<file path="src/periodic_boundary_wrap_assert.svh">
// assertion macros for the boundary wrap block
`ifndef PERIODIC_BOUNDARY_WRAP_ASSERT_SVH
`define PERIODIC_BOUNDARY_WRAP_ASSERT_SVH

// same-cycle implication, sampled on clk, off during reset
`define PBW_ASSERT_IMP(lbl, ante, cons, msg) \
    lbl: assert property (@(posedge clk) disable iff (!rst_n) (ante) |-> (cons)) \
        else $error(msg);

// next-cycle implication, sampled on clk, off during reset
`define PBW_ASSERT_NXT(lbl, ante, cons, msg) \
    lbl: assert property (@(posedge clk) disable iff (!rst_n) (ante) |=> (cons)) \
        else $error(msg);

`endif

</file>
<file path="src/pbw_pkg.sv">
// shared types and constants of the boundary wrap block
package pbw_pkg;

    localparam int COORD_WIDTH = 32;
    localparam int LEN_W       = 31;
    // dividend width of the divider: x minus shear times image count
    localparam int DIV_W       = 66;
    localparam int CNT_W       = COORD_WIDTH + 1;
    localparam int PROD_W      = COORD_WIDTH + CNT_W;
    localparam int ADDR_W      = 4;
    localparam int DATA_W      = 32;

    typedef enum logic [1:0] {
        BC_PERIODIC  = 2'd0,
        BC_XPERIODIC = 2'd1,
        BC_SHEAR     = 2'd2,
        BC_OPEN      = 2'd3
    } bc_mode_t;

    typedef enum logic {
        OP_DISP = 1'b0,
        OP_POS  = 1'b1
    } opcode_t;

    localparam logic [1:0] REG_MODE   = 2'd0;
    localparam logic [1:0] REG_WIDTH  = 2'd1;
    localparam logic [1:0] REG_HEIGHT = 2'd2;
    localparam logic [1:0] REG_SHEAR  = 2'd3;

    localparam logic [LEN_W-1:0] BOX_RESET = LEN_W'(65536);

    typedef struct packed {
        bc_mode_t                 bc_mode;
        logic [LEN_W-1:0]         box_width;
        logic [LEN_W-1:0]         box_height;
        logic signed [DATA_W-1:0] shear_offset;
    } cfg_t;

    // word context that rides alongside the dividers
    typedef struct packed {
        logic                          opcode;
        logic signed [COORD_WIDTH-1:0] x;
        logic signed [COORD_WIDTH-1:0] y;
        logic signed [COORD_WIDTH-1:0] ymin;
    } side_t;

endpackage

</file>
<file path="src/pbw_apb_regs.sv">
// apb register file of the boundary wrap block
module pbw_apb_regs
(
    input  logic                          clk,
    input  logic                          rst_n,
    input  logic                          psel,
    input  logic                          penable,
    input  logic                          pwrite,
    input  logic [pbw_pkg::ADDR_W-1:0]    paddr,
    input  logic [pbw_pkg::DATA_W-1:0]    pwdata,
    output logic [pbw_pkg::DATA_W-1:0]    prdata,
    output logic                          pready,
    output pbw_pkg::cfg_t                 cfg
);

    pbw_pkg::cfg_t cfg_reg;
    logic          wr_en;

    assign pready = 1'b1;
    assign wr_en  = psel && penable && pwrite;

    always_ff @(posedge clk or negedge rst_n)
    begin
        if (!rst_n)
        begin
            cfg_reg.bc_mode      <= pbw_pkg::BC_PERIODIC;
            cfg_reg.box_width    <= pbw_pkg::BOX_RESET;
            cfg_reg.box_height   <= pbw_pkg::BOX_RESET;
            cfg_reg.shear_offset <= '0;
        end
        else if (wr_en)
        begin
            unique case (paddr[3:2])
                pbw_pkg::REG_MODE:   cfg_reg.bc_mode <= pbw_pkg::bc_mode_t'(pwdata[1:0]);
                pbw_pkg::REG_WIDTH:  cfg_reg.box_width <= pwdata[pbw_pkg::LEN_W-1:0];
                pbw_pkg::REG_HEIGHT: cfg_reg.box_height <= pwdata[pbw_pkg::LEN_W-1:0];
                pbw_pkg::REG_SHEAR:  cfg_reg.shear_offset <= $signed(pwdata);
                default: ;
            endcase
        end
    end

    always_comb
    begin
        unique case (paddr[3:2])
            pbw_pkg::REG_MODE:   prdata = {30'd0, cfg_reg.bc_mode};
            pbw_pkg::REG_WIDTH:  prdata = {1'b0, cfg_reg.box_width};
            pbw_pkg::REG_HEIGHT: prdata = {1'b0, cfg_reg.box_height};
            pbw_pkg::REG_SHEAR:  prdata = cfg_reg.shear_offset;
            default:             prdata = '0;
        endcase
    end

    assign cfg = cfg_reg;

endmodule

</file>
<file path="config.mk">
export PLATFORM = sky130hd
export DESIGN_NAME = pbw_apb_regs
export DESIGN_NICKNAME = d
export VERILOG_FILES = /design/src/periodic_boundary_wrap_assert.svh /design/src/pbw_pkg.sv /design/src/pbw_apb_regs.sv
export SDC_FILE = /design/constraint.sdc
export NUM_CORES = 1
export LEC_CHECK = 0
export ABC_CLOCK_PERIOD_IN_PS = 1000
export BUFFER_PORTS_ARGS = -buffer_cell sky130_fd_sc_hd__buf_2
export CAP_MARGIN = 20
export CORE_ASPECT_RATIO = 0.9
export CORE_MARGIN = 2
export CORE_UTILIZATION = 44
export CTS_CLUSTER_DIAMETER = 30
export DETAILED_ROUTE_END_ITERATION = 16
export GPL_TIMING_DRIVEN = 0
export PLACE_DENSITY = 0.78
export SETUP_SLACK_MARGIN = 0.02
export SYNTH_ARGS = -nofsm -noshare
export SYNTH_HDL_FRONTEND = slang
export SYNTH_SLANG_ARGS = --single-unit
</file>
<file path="constraint.sdc">
create_clock -name clk -period 1 [get_ports clk]
set_input_delay 0.1 -clock clk [delete_from_list [all_inputs] [get_ports clk]]
set_output_delay 0.1 -clock clk [all_outputs]
set_load 0.01 [all_outputs]
</file>
==> results.md <==
* Crit Path Category: flop to output port
* Starting Density at 45.5%
* Relative slew slack at 57.7%
* Share of cells above drive strength 1 at 72.8%
* Worst Path Max Fanout at 2
* Compound-Gate Fraction of Synth Area at 5.75%
* Critical Path AT at 1.40 ns
* Largest family of logic cells by synthesized area: multiplexers
* Area of the multi-input gates at 0.00206 mm2
* Clock buffer count from CTS at 9
* Post-DP Area at 0.00549 mm2
* Non-Filler Instances at 721
* Final setup viols at 169
* Via density at 5.22
* RSZ-0062 raised after global routing: true
* CTS max path bufs at 2
* Post-synthesis simple-gate area fraction at 1.16%
* CP Launch Type: flop
* Area share of xor/xnor cells in the synthesized design at 0%
* Remaining DRCs at 0
* Area growth syn-to-layout at 76.4%
* Most frequent cells in the layout: 156 x buf_6, 102 x buf_2, 94 x dfrtp_1, 71 x mux2_4, 53 x mux2_2
* Grt ovf at 0
* Post-DP HPWL at 8.17 mm
* CTS tree: built
* Clock root cell: clkbuf_8
* Slew Limit Fails at 0
* Most common cell after layout, fill and taps aside: buf_6
* Least-Margin Pin Slew at 0.635 ns
* IO Pins at 170
* Nets at 631
* Syn avg cell area at 15.6 um2
* #FFs+latches synth at 96
* Gr usage total at 26.7%
* Post-Route WL at 15.3 mm
* Clock power share at 17.3%
* Filler cells at 510
* PwrDens at 1960 mW/mm2
* Design Area, Final at 0.00779 mm2
* FF+latch area at 0.00240 mm2
* Wire per inst at 21.2 um
* Min Tclk post-route at 1.50 ns
* Die area at 0.0109 mm2
* Adder-cell share of the synthesized area at 0%
* Max IR drop VDD at 1.35 mV
* Clock skew at 0 ns
* Core Region at 0.00970 mm2
* Pwr Total at 15.2 mW
* Sequential fraction of design power at 36.6%
* Int Power at 10.6 mW
* DR vias at 3766
* Synth warn at 0
* H-tree Lvls at 3
* # diodes at 0
* Multiplexer area fraction after synthesis at 35.5%
* Clock Sinks at 96
* Sum of negative setup slack at -24.94 ns
* First-pass GRT wire length at 21.8 mm
* Post-Syn Nets at 324
* Initial DRC count at 121
* Drt first pass iters at 4
* Critical Path Sink Type: output port
* Net switching power at 4.64 mW
* Syn Inst Count at 283
* Switch share at 30.4%
* Number of global-route vias before repair at 4028
* Initial antenna violation count at 0
* Hold Violations, Final at 0
* Worst skew pair latency at 0.35 ns
* Failing checks: setup timing
* Status: finished, violations left
* Final Worst Setup Slack at -0.504 ns
* Seq/Total Area, Yosys at 54.5%
* Largest net degree at the start of global routing at 56
* Tcrit/Tclk final at 150%
* Antenna Nets Post-Route at 0
* Max reg flops at 96
* Pre-CTS setup slack at -0.508 ns
* # rows at 34
* Final GP Congestion at 0.727
* Die Y at 99.0 um
* Leakage at 3.95 nW
* Max Freq at 665 MHz
* Die W at 110 um
* Comb power frac at 46.1%
* Crit path required time at 0.90 ns
* Synth cell types at 21
* Port-buffer cells at 164
* Worst hold path class: input port to flop
* Max Cap Viol at 0
* Placed cells at 574
* Reg clk slew, reported paths at 0.10 ns
* Netlist Area Pre-Place at 0.00441 mm2
==> cell families (layout without fill, tap and decap cells) <==
family	after synthesis	count (layout)
muxes	127	127
DFF	96	96
AOI/OAI and AO/OA	29	29
buffers and inverters	22	334
and+or+nand+nor	8	8
other	1	1
==> cell usage after synthesis, drive strengths merged <==
cell type  instances  area share (%)
mux2             125              34
dfrtp             94              53
a22o              29             5.8
buf               19             2.8
clkbuf             3            0.26
dfstp              2             1.2
mux4               2             1.0
and3               1            0.14
conb               1           0.085
nand2              1           0.085
nand3              1            0.11
nor2               1           0.085
nor2b              1            0.14
nor3               1            0.11
nor3b              1            0.28
or3b               1            0.20
==> critical path: stages, from the launching register on <==
cell,delay [ns]
dfrtp_1,0.42
mux2_4,0.28
a22o_1,0.20
buf_2,0.15
==> power by group through the flow <==
stage | clock [mW] | sequential, mW | combinational [mW]
global route | 2.84 | 5.67 | 7.44
floorplan | 0 | 5.89 | 1.76
detailed placement | 0 | 5.57 | 3.83
global placement | 0 | 5.50 | 3.72
finish | 2.63 | 5.58 | 7.02
CTS | 2.64 | 5.47 | 5.94
==> layer usage <==
metal,wire length [um],vias up,GRT usage (%)
li1,-,1654,-
met1,6000,1950,31.7
met2,8180,149,48.2
met3,979,13,7.94
met4,144,0,4.09
met5,0,-,0
==> worst paths after layout <==
kind | startpoint | to | slack, ns | cells after the start
worst max-delay path | cfg[45] | prdata[13] | -0.50 | 3
worst min-delay path | pwdata[18] | cfg[81] | 0.02 | 2
worst max register to register | cfg[35] | cfg[35] | -0.11 | 4
worst min register to register | cfg[6] | cfg[6] | 0.53 | 1
max in group asynchronous | rst_n | cfg[62] | 0.17 | 3
min in group asynchronous | rst_n | cfg[66] | 0.21 | 2
==> stage by stage <==
step,hold WS (ns),utilization (%)
floorplan,-0.196,-
global route,0.00578,80.3
detailed placement,0.125,56.6
CTS,0.00489,73.9
finish,0.0235,80.3
global placement,0.347,56.3
==> area by class of cell <==
type,instances,share of cell area [%]
Tap cell,126,2.02
Clock inverter,4,0.691
Clock buffer,12,1.86
Buffer,21,2.89
Timing Repair Buffer,297,35.2
Multi-Input combinational cell,165,26.5
Sequential cell,96,30.9
==> timing repair <==
action / CTS / global route
cloned: 3 / 3
buffers inserted: 65 / 46
gates resized for setup: 133 / 106
hold buffers: 27 / 1
hold endpoints to repair: 104 / 1
pin swaps: 3 / 2
setup endpoints to repair: 190 / 253
(Power assumes the default switching activity.)
